--- src/hdl/lbpm_pkg.sv ---
package lbpm_pkg;

    localparam int DRIVE_W = 3;

    typedef enum logic [2:0] {
        PAT_SOLID      = 3'd0,
        PAT_SLOW       = 3'd1,
        PAT_FAST       = 3'd2,
        PAT_DOUBLE     = 3'd3,
        PAT_FLASH      = 3'd4,
        PAT_LONG_FLASH = 3'd5
    } pattern_t;

    typedef enum logic [2:0] {
        REG_MUX_DWELL    = 3'd0,
        REG_SLOW_ON      = 3'd1,
        REG_SLOW_OFF     = 3'd2,
        REG_FAST_ON      = 3'd3,
        REG_FAST_OFF     = 3'd4,
        REG_FLASH        = 3'd5,
        REG_FLASH_LONG   = 3'd6,
        REG_DOUBLE_PAUSE = 3'd7
    } cfg_idx_t;

    typedef struct packed {
        logic [7:0]  mux_dwell_ms;
        logic [11:0] slow_on_ms;
        logic [11:0] slow_off_ms;
        logic [11:0] fast_on_ms;
        logic [11:0] fast_off_ms;
        logic [11:0] flash_ms;
        logic [11:0] flash_long_ms;
        logic [11:0] double_pause_ms;
    } cfg_t;

    localparam cfg_t CFG_RESET = '{
        mux_dwell_ms:    8'd4,
        slow_on_ms:      12'd50,
        slow_off_ms:     12'd1950,
        fast_on_ms:      12'd100,
        fast_off_ms:     12'd400,
        flash_ms:        12'd1000,
        flash_long_ms:   12'd1500,
        double_pause_ms: 12'd1760
    };

    // Fixed double blink timing
    localparam logic [11:0] DBL_ON_MS  = 12'd60;
    localparam logic [11:0] DBL_OFF_MS = 12'd120;

    // True when at least two channels of the mask are set
    function automatic logic two_or_more(input logic [2:0] m);
        return (m[0] & m[1]) | (m[0] & m[2]) | (m[1] & m[2]);
    endfunction

endpackage

--- src/hdl/led_blink_pattern_multiplexer.sv ---
// LED blink pattern multiplexer.
// Input channel (in_valid / in_stall): each beat is either a 1 ms tick
// (command = 0) or a set request (command = 1) carrying led_mask and pattern.
// Output channel (out_valid / out_stall): exactly one beat per input beat,
// carrying drive, the channel outputs after that beat.
// Config: APB-style port, pready tied high, eight registers at byte addresses
// 0x00..0x1C, written by the user only while idle; not enforced by the block.
// Results: each result is registered in the result register or the skid entry.
// Throughput: one beat per cycle unless stalled; the whole state update is one
// short combinational pass from the state registers into the result buffer.
// Stall: the result register plus one skid entry absorb a stalled receiver;
// in_stall rises once both are occupied and falls as soon as the receiver
// takes a beat.
// Reset (rst_n low, async): all timing registers return to defaults, colour is
// cleared, pattern is solid, both timers idle, and the output buffer is empty.
module led_blink_pattern_multiplexer
    import lbpm_pkg::*;
#(
    parameter int CHANNELS   = 3,
    parameter int TIMER_BITS = 12
)
(
    input  logic               clk,
    input  logic               rst_n,
    // config port
    input  logic               psel,
    input  logic               penable,
    input  logic               pwrite,
    input  logic [4:0]         paddr,
    input  logic [31:0]        pwdata,
    output logic [31:0]        prdata,
    output logic               pready,
    // input beats
    input  logic               in_valid,
    output logic               in_stall,
    input  logic               command,
    input  logic [2:0]         led_mask,
    input  logic [2:0]         pattern,
    // output beats
    output logic               out_valid,
    input  logic               out_stall,
    output logic [DRIVE_W-1:0] drive
);

    cfg_t               cfg;
    logic               accept;
    logic               buf_full;
    logic [DRIVE_W-1:0] drive_res;

    // take a beat whenever the skid entry is free
    assign in_stall = buf_full;
    assign accept   = in_valid && !buf_full;

    lbpm_cfg u_cfg (
        .clk     (clk),
        .rst_n   (rst_n),
        .psel    (psel),
        .penable (penable),
        .pwrite  (pwrite),
        .paddr   (paddr),
        .pwdata  (pwdata),
        .prdata  (prdata),
        .pready  (pready),
        .cfg     (cfg)
    );

    // state registers and single-pass next-state logic
    lbpm_core #(
        .CHANNELS   (CHANNELS),
        .TIMER_BITS (TIMER_BITS)
    ) u_core (
        .clk         (clk),
        .rst_n       (rst_n),
        .cfg         (cfg),
        .accept      (accept),
        .command     (command),
        .led_mask    (led_mask),
        .pattern     (pattern),
        .drive_res   (drive_res)
    );

    // result register with one skid entry
    lbpm_obuf u_obuf (
        .clk       (clk),
        .rst_n     (rst_n),
        .push      (accept),
        .push_data (drive_res),
        .full      (buf_full),
        .out_valid (out_valid),
        .out_stall (out_stall),
        .drive     (drive)
    );

endmodule

--- src/hdl/lbpm_cfg.sv ---
module lbpm_cfg
    import lbpm_pkg::*;
(
    input  logic        clk,
    input  logic        rst_n,
    input  logic        psel,
    input  logic        penable,
    input  logic        pwrite,
    input  logic [4:0]  paddr,
    input  logic [31:0] pwdata,
    output logic [31:0] prdata,
    output logic        pready,
    output cfg_t        cfg
);

    cfg_t     cfg_reg;
    cfg_idx_t idx;
    logic     wr_en;

    assign idx    = cfg_idx_t'(paddr[4:2]);
    assign wr_en  = psel && penable && pwrite;
    assign pready = 1'b1;
    assign cfg    = cfg_reg;

    always_ff @(posedge clk or negedge rst_n)
    begin
        if (!rst_n)
        begin
            cfg_reg <= CFG_RESET;
        end
        else if (wr_en)
        begin
            unique case (idx)
                REG_MUX_DWELL:    cfg_reg.mux_dwell_ms    <= pwdata[7:0];
                REG_SLOW_ON:      cfg_reg.slow_on_ms      <= pwdata[11:0];
                REG_SLOW_OFF:     cfg_reg.slow_off_ms     <= pwdata[11:0];
                REG_FAST_ON:      cfg_reg.fast_on_ms      <= pwdata[11:0];
                REG_FAST_OFF:     cfg_reg.fast_off_ms     <= pwdata[11:0];
                REG_FLASH:        cfg_reg.flash_ms        <= pwdata[11:0];
                REG_FLASH_LONG:   cfg_reg.flash_long_ms   <= pwdata[11:0];
                REG_DOUBLE_PAUSE: cfg_reg.double_pause_ms <= pwdata[11:0];
                default:          cfg_reg                 <= cfg_reg;
            endcase
        end
    end

    always_comb
    begin
        unique case (idx)
            REG_MUX_DWELL:    prdata = 32'(cfg_reg.mux_dwell_ms);
            REG_SLOW_ON:      prdata = 32'(cfg_reg.slow_on_ms);
            REG_SLOW_OFF:     prdata = 32'(cfg_reg.slow_off_ms);
            REG_FAST_ON:      prdata = 32'(cfg_reg.fast_on_ms);
            REG_FAST_OFF:     prdata = 32'(cfg_reg.fast_off_ms);
            REG_FLASH:        prdata = 32'(cfg_reg.flash_ms);
            REG_FLASH_LONG:   prdata = 32'(cfg_reg.flash_long_ms);
            REG_DOUBLE_PAUSE: prdata = 32'(cfg_reg.double_pause_ms);
            default:          prdata = '0;
        endcase
    end

endmodule

--- src/hdl/lbpm_core.sv ---
module lbpm_core
    import lbpm_pkg::*;
#(
    parameter int CHANNELS   = 3,
    parameter int TIMER_BITS = 12
)
(
    input  logic               clk,
    input  logic               rst_n,
    input  cfg_t               cfg,
    input  logic               accept,
    input  logic               command,
    input  logic [2:0]         led_mask,
    input  logic [2:0]         pattern,
    output logic [DRIVE_W-1:0] drive_res
);

    localparam int                  LW      = (TIMER_BITS > 12) ? TIMER_BITS : 12;
    localparam logic [TIMER_BITS-1:0] Tmax  = '1;
    localparam logic [2:0]          ChMask  = 3'((1 << CHANNELS) - 1);
    localparam logic [1:0]          LastCh  = 2'(CHANNELS - 1);

    // double blink sub-steps
    localparam logic [1:0] DS_ON_FIRST  = 2'd0;
    localparam logic [1:0] DS_GAP       = 2'd1;
    localparam logic [1:0] DS_ON_SECOND = 2'd2;
    localparam logic [1:0] DS_PAUSE     = 2'd3;

    logic [2:0]            colour_reg,      colour_next;
    pattern_t              mode_reg,        mode_next;
    logic                  phase_lit_reg,   phase_lit_next;
    logic [TIMER_BITS-1:0] phase_count_reg, phase_count_next;
    logic [1:0]            double_step_reg, double_step_next;
    logic [7:0]            mux_count_reg,   mux_count_next;
    logic [1:0]            mux_channel_reg, mux_channel_next;

    pattern_t   pat_sel;
    logic [2:0] colour_set;
    logic [2:0] lit_cur;
    logic [2:0] lit_new;
    logic [7:0] dwell_load;
    logic       phase_hit;
    logic       mux_hit;

    // zero loads as 1, oversize saturates
    function automatic logic [TIMER_BITS-1:0] timer_load(input logic [11:0] v);
        logic [LW-1:0] ext;
        ext = LW'(v);
        if (v == 12'd0)
            return TIMER_BITS'(1);
        else if (ext > LW'(Tmax))
            return Tmax;
        else
            return TIMER_BITS'(ext);
    endfunction

    // next set channel after ch, wrapping at CHANNELS
    function automatic logic [1:0] next_channel(input logic [2:0] m, input logic [1:0] ch);
        logic [1:0] cur;
        logic [1:0] res;
        logic       found;
        cur   = ch;
        res   = ch;
        found = 1'b0;
        for (int k = 0; k < CHANNELS; k++)
        begin
            cur = (cur == LastCh) ? 2'd0 : cur + 2'd1;
            if (!found && m[cur])
            begin
                res   = cur;
                found = 1'b1;
            end
        end
        return res;
    endfunction

    assign pat_sel    = (pattern > 3'd5) ? PAT_SOLID : pattern_t'(pattern);
    assign colour_set = led_mask & ChMask;
    assign lit_cur    = phase_lit_reg ? colour_reg : 3'd0;
    assign dwell_load = (cfg.mux_dwell_ms == 8'd0) ? 8'd1 : cfg.mux_dwell_ms;
    assign phase_hit  = (phase_count_reg == TIMER_BITS'(1));
    assign mux_hit    = (mux_count_reg == 8'd1);

    always_comb
    begin
        colour_next      = colour_reg;
        mode_next        = mode_reg;
        phase_lit_next   = phase_lit_reg;
        phase_count_next = phase_count_reg;
        double_step_next = double_step_reg;
        mux_count_next   = mux_count_reg;
        mux_channel_next = mux_channel_reg;

        if (accept && command)
        begin
            colour_next      = colour_set;
            mode_next        = pat_sel;
            double_step_next = DS_ON_FIRST;
            phase_lit_next   = (colour_set != 3'd0);
            if (two_or_more(colour_set))
            begin
                mux_channel_next = next_channel(colour_set, mux_channel_reg);
                mux_count_next   = dwell_load;
            end
            else
            begin
                mux_count_next = 8'd0;
            end
            phase_count_next = '0;
            if (colour_set != 3'd0)
            begin
                case (pat_sel)
                    PAT_SLOW:       phase_count_next = timer_load(cfg.slow_on_ms);
                    PAT_FAST:       phase_count_next = timer_load(cfg.fast_on_ms);
                    PAT_DOUBLE:     phase_count_next = timer_load(DBL_ON_MS);
                    PAT_FLASH:      phase_count_next = timer_load(cfg.flash_ms);
                    PAT_LONG_FLASH: phase_count_next = timer_load(cfg.flash_long_ms);
                    default:        phase_count_next = '0;
                endcase
            end
        end
        else if (accept)
        begin
            // tick: both counters count down first
            if (phase_count_reg != '0)
                phase_count_next = phase_count_reg - TIMER_BITS'(1);
            if (mux_count_reg != 8'd0)
                mux_count_next = mux_count_reg - 8'd1;

            if (phase_hit)
            begin
                phase_count_next = '0;
                case (mode_reg) inside
                    PAT_SLOW:
                    begin
                        phase_lit_next   = !phase_lit_reg;
                        phase_count_next = timer_load(phase_lit_reg ? cfg.slow_off_ms
                                                                    : cfg.slow_on_ms);
                    end
                    PAT_FAST:
                    begin
                        phase_lit_next   = !phase_lit_reg;
                        phase_count_next = timer_load(phase_lit_reg ? cfg.fast_off_ms
                                                                    : cfg.fast_on_ms);
                    end
                    PAT_DOUBLE:
                    begin
                        double_step_next = double_step_reg + 2'd1;
                        case (double_step_next)
                            DS_ON_FIRST, DS_ON_SECOND:
                            begin
                                phase_lit_next   = 1'b1;
                                phase_count_next = timer_load(DBL_ON_MS);
                            end
                            DS_GAP:
                            begin
                                phase_lit_next   = 1'b0;
                                phase_count_next = timer_load(DBL_OFF_MS);
                            end
                            DS_PAUSE:
                            begin
                                phase_lit_next   = 1'b0;
                                phase_count_next = timer_load(cfg.double_pause_ms);
                            end
                            default:
                            begin
                                phase_lit_next = 1'b0;
                            end
                        endcase
                    end
                    PAT_FLASH, PAT_LONG_FLASH:
                    begin
                        phase_lit_next = 1'b0;
                        colour_next    = 3'd0;
                    end
                    default:
                    begin
                        phase_lit_next = 1'b1;
                    end
                endcase

                // refresh overrides any mux expiry this tick
                if (two_or_more(phase_lit_next ? colour_next : 3'd0))
                begin
                    mux_channel_next = next_channel(colour_next, mux_channel_reg);
                    mux_count_next   = dwell_load;
                end
                else
                begin
                    mux_count_next = 8'd0;
                end
            end
            else if (mux_hit && two_or_more(lit_cur))
            begin
                mux_channel_next = next_channel(lit_cur, mux_channel_reg);
                mux_count_next   = dwell_load;
            end
        end
    end

    assign lit_new   = phase_lit_next ? colour_next : 3'd0;
    assign drive_res = two_or_more(lit_new) ? (3'b001 << mux_channel_next) : lit_new;

    always_ff @(posedge clk or negedge rst_n)
    begin
        if (!rst_n)
        begin
            colour_reg      <= '0;
            mode_reg        <= PAT_SOLID;
            phase_lit_reg   <= 1'b0;
            phase_count_reg <= '0;
            double_step_reg <= '0;
            mux_count_reg   <= '0;
            mux_channel_reg <= '0;
        end
        else
        begin
            colour_reg      <= colour_next;
            mode_reg        <= mode_next;
            phase_lit_reg   <= phase_lit_next;
            phase_count_reg <= phase_count_next;
            double_step_reg <= double_step_next;
            mux_count_reg   <= mux_count_next;
            mux_channel_reg <= mux_channel_next;
        end
    end

endmodule

--- src/hdl/lbpm_obuf.sv ---
module lbpm_obuf
    import lbpm_pkg::*;
(
    input  logic               clk,
    input  logic               rst_n,
    input  logic               push,
    input  logic [DRIVE_W-1:0] push_data,
    output logic               full,
    output logic               out_valid,
    input  logic               out_stall,
    output logic [DRIVE_W-1:0] drive
);

    logic               main_valid_reg, main_valid_next;
    logic               skid_valid_reg, skid_valid_next;
    logic [DRIVE_W-1:0] main_data_reg,  main_data_next;
    logic [DRIVE_W-1:0] skid_data_reg,  skid_data_next;
    logic               pop;

    assign pop       = main_valid_reg && !out_stall;
    assign full      = skid_valid_reg;
    assign out_valid = main_valid_reg;
    assign drive     = main_data_reg;

    always_comb
    begin
        main_valid_next = main_valid_reg;
        main_data_next  = main_data_reg;
        skid_valid_next = skid_valid_reg;
        skid_data_next  = skid_data_reg;

        if (!main_valid_reg || pop)
        begin
            if (skid_valid_reg)
            begin
                main_data_next  = skid_data_reg;
                main_valid_next = 1'b1;
                skid_valid_next = push;
                skid_data_next  = push_data;
            end
            else
            begin
                main_data_next  = push_data;
                main_valid_next = push;
            end
        end
        else if (push)
        begin
            skid_valid_next = 1'b1;
            skid_data_next  = push_data;
        end
    end

    always_ff @(posedge clk or negedge rst_n)
    begin
        if (!rst_n)
        begin
            main_valid_reg <= 1'b0;
            skid_valid_reg <= 1'b0;
        end
        else
        begin
            main_valid_reg <= main_valid_next;
            skid_valid_reg <= skid_valid_next;
        end
    end

    always_ff @(posedge clk)
    begin
        main_data_reg <= main_data_next;
        skid_data_reg <= skid_data_next;
    end

endmodule

--- config.mk ---
export PLATFORM = sky130hd
export DESIGN_NAME = led_blink_pattern_multiplexer
export DESIGN_NICKNAME = d
export VERILOG_FILES = /design/src/hdl/lbpm_pkg.sv /design/src/hdl/led_blink_pattern_multiplexer.sv /design/src/hdl/lbpm_cfg.sv /design/src/hdl/lbpm_core.sv /design/src/hdl/lbpm_obuf.sv
export SDC_FILE = /design/constraint.sdc
export NUM_CORES = 1
export LEC_CHECK = 0
export BUFFER_PORTS_ARGS = -buffer_cell sky130_fd_sc_hd__buf_4
export CAP_MARGIN = 20
export CELL_PAD_IN_SITES_DETAIL_PLACEMENT = 1
export CELL_PAD_IN_SITES_GLOBAL_PLACEMENT = 2
export CORE_ASPECT_RATIO = 2
export CORE_MARGIN = 8
export CORE_UTILIZATION = 38
export DETAILED_ROUTE_END_ITERATION = 7
export PLACE_DENSITY_LB_ADDON = 0.1
export SETUP_SLACK_MARGIN = 0.2
export SLEW_MARGIN = 25
export SYNTH_ARGS = -nofsm -noshare
export SYNTH_HDL_FRONTEND = slang
export SYNTH_SLANG_ARGS = --single-unit
--- constraint.sdc ---
create_clock -name clk -period 2.8 [get_ports clk]
set_input_delay 0.42 -clock clk [delete_from_list [all_inputs] [get_ports clk]]
set_output_delay 0.42 -clock clk [all_outputs]
set_load 0.02 [all_outputs]
# --- Word level (Yosys, flattened, before mapping) ---
# Index checks and enable logic that the tools add are counted.
word_totals:
  out_inout_bits: 38
  memories: 0
  mem_bits_rw: 0
  regBits: 131
  inputBits: 51
  mem_bits_ro: 0
  latchBits: 0
op_classes:
  addsub: 6
  multipliers: 0
  eq_ne: 28
  order_cmp: 11
  n_bitwise: 20
  n_div: 0
  mux: 137
  reduce_logical: 57
  shift: 1
ops:
  columns: ["operator", "count"]
  rows:
  - ["$mux W12", 24]
  - ["$pmux W32 S8", 1]
  - ["$gt A12 B12 Y1 const B", 7]
  - ["$logic_not A12 Y1", 7]
  - ["$mux W8", 8]
  - ["$pmux W12 S5", 1]
  - ["$mux W3", 19]
  - ["$mux W1", 49]
  - ["$mux W2", 24]
  - ["$pmux W12 S3", 1]
  - ["$eq A3 B3 Y1 const B", 8]
  - ["$reduce_and A2 Y1", 11]
  - ["$bmux W1 S2", 9]
  - ["$eq A3 B2 Y1 const B", 6]
  - ["$and A1 B1 Y1", 12]
  - ["$eq A12 B1 Y1 const B", 1]
  - ["$logic_and A1 B1 Y1", 12]
  - ["$reduce_bool A12 Y1", 1]
  - ["$sub A12 B1 Y12 const B", 1]
  - ["$eq A2 B2 Y1 const B", 5]
  - ["$logic_not A1 Y1", 10]
  - ["$eq A3 B1 Y1 const B", 3]
  - ["$lt A2 B3 Y1 const B", 3]
  - ["$add A2 B1 Y2 const B", 4]
  - ["18 further kinds", 33]

# --- Longest topological paths before layout ---
# Gate-level depths: netlist of the first run.
depth:
  word_depth: 36
  mapped_depth: 12

# --- Cells and area by module ---
# From an unflattened synthesis of the first run, not the netlist that was laid out.
unflattened:
  cells_unflattened: 815
  area_unflattened_um2: 8363.0
by_module_without_submodules:
  columns: ["mod", "area_per_inst_um2", "cells_per_inst", "n_inst"]
  rows:
  - ["lbpm_cfg", 4503.1, 333, 1]
  - ["lbpm_core", 3544.6, 464, 1]
  - ["lbpm_obuf", 301.5, 17, 1]
  - ["led_blink_pattern_multiplexer", 13.8, 1, 1]

# --- Least setup slack after synthesis of the first run ---
# OpenSTA, ideal clock, no wires.
synth_path:
  path_kind: "in2out"
  from: "input port paddr[2]"
  to: "output port prdata[10]"
  stages: 6
  required_time_ns: 2.380
  arrival_ns: 2.360
  slack_ns: 0.020
  path_cell_list: "clkbuf_1 -> clkbuf_1 -> clkbuf_1 -> buf_1 -> a22oi_1 -> o21ai_0"
synth_via:
  elab_chain_cells: 2
  word_cells_on_any_way: 9
synth_rtl:
  columns: ["element", "line_no", "source"]
  rows:
  - ["start, declared", "led_blink_pattern_multiplexer.sv:29", "input logic [4:0] paddr,"]
  - ["$eq A3 B3 Y1, or another cell as far along", "lbpm_cfg.sv:49", "unique case (idx)"]
  - ["$pmux W32 S8 *", "lbpm_cfg.sv:49", null]
  - ["end, declared", "led_blink_pattern_multiplexer.sv:31", "output logic [31:0] prdata,"]
# Mark *: on every way between the ends. The rest lies on a longest branch, timed or not. The select of a mux whose other input is x is not followed.

# --- Final worst setup path of the first run ---
layout_path:
  from: "input port paddr[3]"
  to: "output port prdata[2]"
# The elaborated chain is that of the path after synthesis.

==> results of run 1 <==
## where the power goes
part | total (uW) | leakage [uW] | internal (uW) | switching (uW)
sequential | 3140 | 0.00156 | 2450 | 698
combinational | 2820 | 0.00231 | 1320 | 1500
clock | 2400 | 0.000297 | 1510 | 882
total | 8360 | 0.00417 | 5280 | 3080
## through the flow
step | instance area (um^2) | util | hold slack [ns]
global route | 9900 | 0.461 | 0.0753
global placement | 9080 | 0.422 | 0.509
CTS | 9770 | 0.455 | 0.0566
finish | 9900 | 0.461 | 0.0421
floorplan | 8340 | - | 0.124
detailed placement | 9080 | 0.422 | 0.519
## routing by layer
layer / up-vias / global-route usage / wire length (um)
met3: 92 / 0.0369 / 974
met1: 3642 / 0.232 / 10600
met4: 0 / 0.171 / 2100
met2: 193 / 0.445 / 17600
li1: 3212 / - / -
met5: - / 0 / 0
## cells by family after synthesis
| kind of cell | share of synthesized area |
|---|---|
| AO/OA/AOI/OAI | 0.170 |
| multiplexers | 0.212 |
| buffers and inverters | 0.0557 |
| adder cells (fa/ha/maj) | 0.0132 |
| XOR/XNOR | 0.00953 |
| flip-flops | 0.405 |
| AND/OR/NAND/NOR | 0.133 |
| other | 0.000908 |
## final timing paths
path | start | endpoint | slack (ns) | cells past startpoint
worst max-delay path | paddr[3] | prdata[2] | 0.25 | 8
worst min-delay path | rst_n | u_obuf.out_valid | 0.04 | 1
worst max register to register | u_core.phase_count_reg[11] | u_obuf.drive[0] | 0.27 | 7
worst min register to register | u_obuf.skid_data_reg[1] | u_obuf.drive[1] | 0.55 | 2
max in group asynchronous | rst_n | u_cfg.cfg[14] | 1.89 | 2
min in group clk | pwdata[8] | u_cfg.cfg[44] | 0.24 | 3
## layout make-up
type	instances	area, um^2
clock inverter	12	179
sequential	131	3360
inverter	25	93.8
clock buffer	20	447
multi-input combinational	624	4690
tap	273	342
timing repair buffer	104	793
fill	2459	11600
## worst max-delay path: stages
cell,delay [ns]
buf_4,0.20
inv_1,0.22
nor2_1,0.09
a22o_1,0.25
a221oi_1,0.51
buf_4,0.20
nor2_1,0.06
buf_4,0.16
## cell usage after synthesis, drive strengths merged, types with 3 or more instances
cell     number
xor2          5
nand2        60
a32oi         6
and3          3
mux2        105
nor2b         8
a21oi        52
mux2i        39
xnor2         4
a31oi        10
nor3b         7
clkbuf       33
nor3         24
a211oi       20
buf          39
edfxtp        6
nand2b       11
a22oi        12
o22ai        11
nor4         20
a2111oi       3
nand3        10
dfrtp        89
a221oi        7
nand4         4
or3           4
o21a          6
o211ai        3
a31o          4
o31ai         4
mux4          8
o21ai        53
nor2         56
inv          25
o221ai        3
dfstp        36
ha            7
## timing repair
item | in CTS | in global routing
gates resized for setup | 9 | 22
hold endpoints to repair | 0 | 0
endpoints found under the setup margin | 6 | 9
pin swaps | 3 | 8
cloned | 0 | 0
buffers inserted | 4 | 3
==> flow_summary.ini, run 1 <==
[outcome]
status = finished clean

[sta]
max_freq_mhz = 393
setup_ws_ns = 0.253
period_minus_slack_ns = 2.55
slew_headroom = 0.459
tns_ns = 0
tightest_slew_ns = 0.804
rsz0062_at_grt = true
hold_violations = 0
drv_slew = 0
finalCritPeriodShare = 0.910
skew_ns = 0.00648
setup_viol = 0

[worst_hold_path]
min_path_type = input pin to async pin

[die]
die_y_um = 225
dieArea_um2 = 27000
ios = 89
die_w_um = 120
rows = 76
start_util = 0.385
core_area_um2 = 21500

[yosys]
synth_warnings = 0
syn-instance-count = 833
postSynth.asyncResetShare = 0.954
ys_seq_area_frac = 0.405
synth.distinct_cells = 74
synth.top_cell.area_share = 0.269
synth_top_cell_by_area = dfrtp_1
synth_area_leaders = dfrtp_1 27%, mux2_2 14%, dfstp_2 11%, mux2i_1 4.7%, a21oi_1 3.1%
yosys_register_bits = 131
synth_edf_count = 6
ys.flop_type = dfrtp_1
syn_area_per_cell_um2 = 9.93
syn_area_um2 = 8270

[clock_network]
numCtsBuffers = 17
ctsHtreeMaxLevel = 4
insertion_delay_ns = 0.44
cts_num_sinks = 131
clk_pin_slew_worst_paths_ns = 0.06
cts_buffer_depth = 2
ctsHoldBuffers = 0
cts-root-buf = clkbuf_16
cts_tree = yes

[layout]
fin_cells = 1189
final_layout_size_suffix_gt1_frac = 0.353
final_cell_mix = 105 x mux2_2, 103 x buf_4, 84 x dfrtp_1, 59 x nand2_1, 54 x nor2_1
largest_register_ff_count = 92
area_delta_synth_final_pct = 19.7
layout_commonest_cell = mux2_2
nets = 961
num_antenna_cells = 0

[drt]
drt_iter0_drc = 464
routed_wl_mm = 31.3
vias_per_cell = 6.00
dr_total_vias = 7139
ant_nets = 0
firstDrtPassIters = 5
drc = 0
wire_per_inst_um = 26.4

[grt]
grt_pass1_wl_mm = 48.3
grt_usage = 0.239
grt_max_degree = 52
overflow = 0
grt_pass1_vias = 7889
antenna_found_initial = 0

[setup_path]
cp.required_ns = 2.38
endpoint_kind = primary output
startpoint_type = input pin
worstSetupPathType = input pin to primary output
critPathMaxFanout = 17
arrival_ns = 2.13

[power_and_ir_drop]
leakage_uw = 0.00417
total_power_uw = 8360
vdd_drop_max_mv = 0.456
power_density_nw_per_um2 = 844

[placement]
hpwl_mm = 23.9
post-place-ws_ns = 0.125
place.gp.congestion = 0.965
placed_cells = 1150
io_buffer_count = 45

[job]
drv_cap = 0
(Power assumes the default switching activity.)
==> inputs of run 2 (changes only) <==
--- a/config.mk
+++ b/config.mk
@@ -12,5 +12,5 @@
 export CORE_ASPECT_RATIO = 2
 export CORE_MARGIN = 8
-export CORE_UTILIZATION = 38
+export CORE_UTILIZATION = 39
 export DETAILED_ROUTE_END_ITERATION = 7
 export PLACE_DENSITY_LB_ADDON = 0.1
@@ -19,3 +19,4 @@
 export SYNTH_ARGS = -nofsm -noshare
 export SYNTH_HDL_FRONTEND = slang
+export SYNTH_HIERARCHICAL = 1
 export SYNTH_SLANG_ARGS = --single-unit
==> constraint.sdc (replaced) <==
create_clock -name clk -period 2.8 [get_ports clk]
set_input_delay 0.42 -clock clk [delete_from_list [all_inputs] [get_ports clk]]
set_output_delay 0.42 -clock clk [all_outputs]
set_load 0.05 [all_outputs]
==> flow_summary.ini, run 2 <==
[setup_path]
critPathMaxFanout = 5
crit_start = u_core/phase_count_reg[2]
cp.required_ns = 2.99
worstSetupPathType = flop to flop
r2r_start = u_core/phase_count_reg[2]
endpoint_kind = flop
startpoint_type = flop
arrival_ns = 2.76

[grt]
overflow = 0
grt_max_degree = 61
grt_usage = 0.233
grt_pass1_wl_mm = 46.7
grt_pass1_vias = 7502
antenna_found_initial = 0

[layout]
final_cell_mix = 104 x buf_4, 97 x mux2_2, 86 x dfrtp_1, 46 x mux2i_1, 44 x nor2_1
area_delta_synth_final_pct = 20.3
largest_register_ff_count = 92
nets = 950
nFillCells = 2388
utilization = 0.472
fin_cells = 1179
final_layout_size_suffix_gt1_frac = 0.371
layout_commonest_cell = buf_4
num_antenna_cells = 0

[die]
ios = 89
die_y_um = 223
start_util = 0.393
rows = 76
dieArea_um2 = 26700
die_w_um = 120
core_area_um2 = 21300

[drt]
drc = 0
drt_iter0_drc = 446
vias_per_cell = 5.97
routed_wl_mm = 30.3
wire_per_inst_um = 25.7
dr_total_vias = 7035
firstDrtPassIters = 5
ant_nets = 0

[power_and_ir_drop]
pwr-share-comb = 0.389
switching_power_uw = 3640
internal-power_uw = 5530
pwr-share-seq = 0.358
leakage_uw = 0.00426
power_density_nw_per_um2 = 911
switching_share = 0.397
vdd_drop_max_mv = 0.554
total_power_uw = 9170
pwr-share-clk = 0.253

[yosys]
synth_top_cell_by_area = dfrtp_1
ys.flop_type = dfrtp_1
ys_seq_area_frac = 0.401
synth_edf_count = 6
synth.top_cell.area_share = 0.266
yosys_register_bits = 131
syn_area_um2 = 8360
yosysMostFrequentCell = mux2_2
synth_area_leaders = dfrtp_1 27%, mux2_2 13%, dfstp_2 11%, mux2i_1 5.5%, a21oi_1 2.6%
synth_commonest_cells = 98 x mux2_2, 89 x dfrtp_1, 46 x mux2i_1, 45 x nor2_1, 43 x a21oi_1
syn_area_per_cell_um2 = 10.3
postSynth.asyncResetShare = 0.954
synth.distinct_cells = 86
synth_warnings = 6
syn-instance-count = 815

[sta]
setup_viol = 0
max_freq_mhz = 390
skew_ns = 0.00777
drv_slew = 0
period_minus_slack_ns = 2.56
finalCritPeriodShare = 0.916
tightest_slew_ns = 0.635
rsz0062_at_grt = true
slew_headroom = 0.577
setup_ws_ns = 0.236
hold_violations = 0

[placement]
io_buffer_count = 45
placed_cells = 1128
hpwl_mm = 21.8
place.gp.congestion = 0.898
post-place-ws_ns = -0.102

[clock_network]
numCtsBuffers = 17
clk_pin_slew_worst_paths_ns = 0.06
insertion_delay_ns = 0.45
ctsHtreeMaxLevel = 4
cts-root-buf = clkbuf_16
cts_tree = yes
cts_buffer_depth = 2
cts_num_sinks = 131

[worst_hold_path]
hp-start = pwdata[9]
min_path_type = input pin to flop

[job]
drv_cap = 0

[outcome]
status = finished clean
==> run 2: layout make-up <==
cell class	count	area, um^2	share of cell area
Clock buffer	19	443	0.0440
Clock inverter	13	158	0.0157
Inverter	24	90.1	0.00896
Multi-Input combinational cell	609	4810	0.479
Sequential cell	131	3360	0.334
Tap cell	273	342	0.0340
Timing Repair Buffer	110	856	0.0851
==> run 2: cell families after synthesis <==
group / Yosys count / synth area share
AO/OA/AOI/OAI: 216 / 0.176
flip-flops: 131 / 0.401
AND/OR/NAND/NOR: 193 / 0.127
other: 2 / 0.000898
multiplexers: 157 / 0.211
adder cells (fa/ha/maj): 7 / 0.0102
XOR/XNOR: 15 / 0.0157
buffers and inverters: 94 / 0.0576
==> run 2: what timing repair did <==
| item | CTS | global route |
|---|---|---|
| pin swaps | 9 | 12 |
| endpoints found under the hold margin | 6 | 0 |
| hold buffers | 1 | 0 |
| resized for setup | 24 | 22 |
| setup endpoints to repair | 8 | 16 |
| setup buffers | 9 | 9 |
==> run 2: layer usage <==
| layer | vias up | global-route usage | part of all wire |
|---|---|---|---|
| li1 | 3191 | - | - |
| met1 | 3615 | 0.280 | 0.40 |
| met2 | 174 | 0.393 | 0.52 |
| met3 | 55 | 0.0334 | 0.036 |
| met4 | 0 | 0.120 | 0.039 |
| met5 | - | 0 | 0 |
==> run 2: final timing paths <==
path                                    to  slack [ns]  depth (start not counted)
hold reg to reg            u_obuf/drive[0]        0.55                          1
setup / recovery           u_obuf/drive[2]        0.24                         10
hold / removal               u_cfg/cfg[45]        0.26                          2
min in group asynchronous    u_cfg/cfg[13]        0.52                          2
setup reg to reg           u_obuf/drive[2]        0.24                         10
max in group asynchronous    u_cfg/cfg[76]        1.50                          3
==> run 2: power by group through the flow <==
stage / logic [uW] / registers (uW) / clock network [uW]
3_3_place_gp: 3190 / 3260 / 0
4_1_cts: 3450 / 3270 / 2380
6_report: 3560 / 3280 / 2320
2_1_floorplan: 2230 / 3100 / 0
5_1_grt: 3870 / 3360 / 2450
3_5_place_dp: 3270 / 3280 / 0
==> run 2: metrics by stage <==
step	area, um^2	hold WS, ns	setup TNS (ns)
finish	10100	0.258	0
global route	10100	0.257	0
CTS	9900	0.240	0
detailed placement	9080	0.465	-0.231
global placement	9080	0.462	-0.0634
floorplan	8440	0.124	0
==> run 2: critical path, stage by stage (launching register included) <==
cell and delay [ns]:
dfrtp_1 0.42, nor4_4 0.36, buf_4 0.18, nand4_4 0.13, buf_6 0.17, nand2_2 0.06
a31oi_2 0.10, o31ai_4 0.34, buf_4 0.19, o41ai_4 0.08, mux2_4 0.27
==> inputs of run 3 (changes only) <==
ABC_AREA = 1   (was default)
CORE_UTILIZATION = 34   (was 39)
==> flow_summary.ini, run 3 <==
[drt]
dr_total_vias = 8724
drt_iter0_drc = 477
drc = 0
vias_per_cell = 5.30
firstDrtPassIters = 6
routed_wl_mm = 35.5
wire_per_inst_um = 21.6
ant_nets = 0

[die]
die_w_um = 131
start_util = 0.343
die_y_um = 245
dieArea_um2 = 32000
rows = 84
ios = 89
core_area_um2 = 26100

[setup_path]
arrival_ns = 2.52
cp.required_ns = 3.00
worstPathBufferInverterCount = 3
endpoint_kind = flop
worstSetupPathType = flop to flop
critPathMaxFanout = 4
crit_family = simple AND/OR/NAND/NOR gates
worstPathCellList = inv_1 -> ha_1 -> inv_1 -> nand2_1 -> a21oi_1 -> nand2_2 -> nor2_4 -> inv_2 -> nand2_1 -> nand2_1 -> nand2_1 -> nand3_1 -> nand2_1 -> nand2_2 -> nor2_1 -> nor2_1 -> nand2_1 -> nand2_1
cp_slowest_cell = dfrtp_1
crit_top_cell = nand2_1
startpoint_type = flop
critPathMaxStageDelay_ns = 0.36

[placement]
place.gp.congestion = 0.856
placed_cell_area_um2 = 9500
hpwl_mm = 27.3
placed_cells = 1612
io_buffer_count = 45

[layout]
final_layout_size_suffix_gt1_frac = 0.173
num_antenna_cells = 0
design_area_um2 = 10100
fin_cells = 1645
area_delta_synth_final_pct = 12.9
largest_register_ff_count = 92
final_cell_mix = 327 x nand2_1, 118 x o21ai_0, 114 x nor2_1, 109 x inv_1, 89 x dfrtp_1
nets = 1345
utilization = 0.387
layout_commonest_cell = nand2_1

[sta]
drv_slew = 0
slew_headroom = 0.598
max_freq_mhz = 432
finalCritPeriodShare = 0.826
tns_ns = 0
rsz0062_at_grt = false
hold_violations = 0
setup_viol = 0
period_minus_slack_ns = 2.31
tightest_slew_ns = 0.597
skew_ns = 0.00926

[clock_network]
cts_num_sinks = 131
cts_buffer_depth = 2
ctsHtreeMaxLevel = 4
clk_pin_slew_worst_paths_ns = 0.06
cts_tree = yes
insertion_delay_ns = 0.45
cts-root-buf = clkbuf_16
numCtsBuffers = 17
cts_setup_buffers = 0

[grt]
top_usage_layer = met2
overflow = 0
grt_use_met2 = 0.399
grt_pass1_vias = 9328
grt_usage = 0.232
grt_max_degree = 72
met1_usage = 0.269
grt_pass1_wl_mm = 55.3
antenna_found_initial = 0
met3_usage = 0.0454

[yosys]
synth.distinct_cells = 57
synth_top_cell_by_area = dfrtp_1
synth_area_leaders = dfrtp_1 25%, nand2_1 14%, dfstp_2 11%, o21ai_0 6.6%, nor2_1 4.8%
ys_seq_area_frac = 0.375
syn_area_um2 = 8930
yosys_register_bits = 131
yosysMostFrequentCell = nand2_1
syn-instance-count = 1247
ys.flop_type = dfrtp_1
synth.top_cell.area_share = 0.249
synth_commonest_cells = 327 x nand2_1, 118 x o21ai_0, 114 x nor2_1, 109 x inv_1, 89 x dfrtp_1
syn_area_per_cell_um2 = 7.16
synth_edf_count = 6
synth_warnings = 6
postSynth.asyncResetShare = 0.954

[power_and_ir_drop]
vdd_drop_max_mv = 0.444
power_density_nw_per_um2 = 900
leakage_uw = 0.00470

[worst_hold_path]
min_path_type = input pin to flop

[outcome]
status = finished clean

[job]
drv_cap = 0
run 3: cell types whose count changed in the layout (fill, tap and decap cells not counted), moves of 52 or more:
cell | previous run | this run
nand3_1 | 10 | 62
nor2_1 | 44 | 114
nand2_1 | 38 | 327
mux2_2 | 97 | 0
inv_1 | 20 | 109
o21ai_0 | 36 | 118
nand4_1 | 2 | 63
run 3: report_power, final:
part	leakage, uW	switching, uW	internal, uW
clock	0.000270	891	1330
combinational	0.00287	2530	1180
sequential	0.00155	613	2530
total	0.00470	4030	5040
run 3: layout make-up:
class                           instances  area [um^2]
Tap cell                              344          430
Clock buffer                           22          454
Multi-Input combinational cell        930         4640
Sequential cell                       131         3350
Timing Repair Buffer                   78          601
Inverter                              130          490
Fill cell                            3374        16000
Clock inverter                         10          111
run 3: final timing paths:
path | startpoint | slack [ns] | depth (start not counted) | end
setup / recovery | u_core/double_step_reg[0] | 0.49 | 18 | u_obuf/drive[1]
min in group asynchronous | rst_n | 0.39 | 2 | u_cfg/cfg[82]
setup reg to reg | u_core/double_step_reg[0] | 0.49 | 18 | u_obuf/drive[1]
max in group asynchronous | rst_n | 1.56 | 3 | u_core/mux_count_reg[2]
hold / removal | pwdata[3] | 0.20 | 3 | u_cfg/cfg[15]
hold reg to reg | u_core/double_step_reg[0] | 0.47 | 1 | u_core/double_step_reg[0]
run 3: cell families (layout without fill, tap and decap cells):
group / Yosys count / count (layout) / share of synthesized area
and+or+nand+nor: 626 / 626 / 0.321
muxes: 2 / 2 / 0.00224
adders and majority gates: 6 / 6 / 0.00841
xor gates and xnor gates: 9 / 9 / 0.00883
other: 2 / 21 / 0.000841
AOI/OAI and AO/OA: 266 / 266 / 0.170
DFF: 131 / 131 / 0.375
buffers and inverters: 205 / 240 / 0.113
run 3: routing by layer:
metal  routed length [um]  vias to the layer above
met5                    0                        -
met4                 1460                        0
met3                 1160                       66
met2                18200                      189
met1                14700                     4273
li1                     -                     4196
run 3: timing repair:
| item | in CTS | in global routing |
|---|---|---|
| endpoints found under the hold margin | 9 | 0 |
| hold buffers | 1 | 0 |
| setup endpoints to repair | 0 | 2 |
| resized for setup | 0 | 2 |
run 3: metrics by stage:
step           total power [uW]  worst slack (ns)  hold slack, ns
2_1_floorplan              5690             0.583           0.124
3_3_place_gp               6780             0.490           0.304
3_5_place_dp               6880             0.427           0.305
4_1_cts                    9160             0.407           0.178
5_1_grt                    9720             0.226           0.193
6_report                   9070             0.487           0.199
run 3: tightest hold or removal path, cell delays in order:
cell,delay [ns]
buf_4,0.08
nand2_1,0.04
o21ai_0,0.07
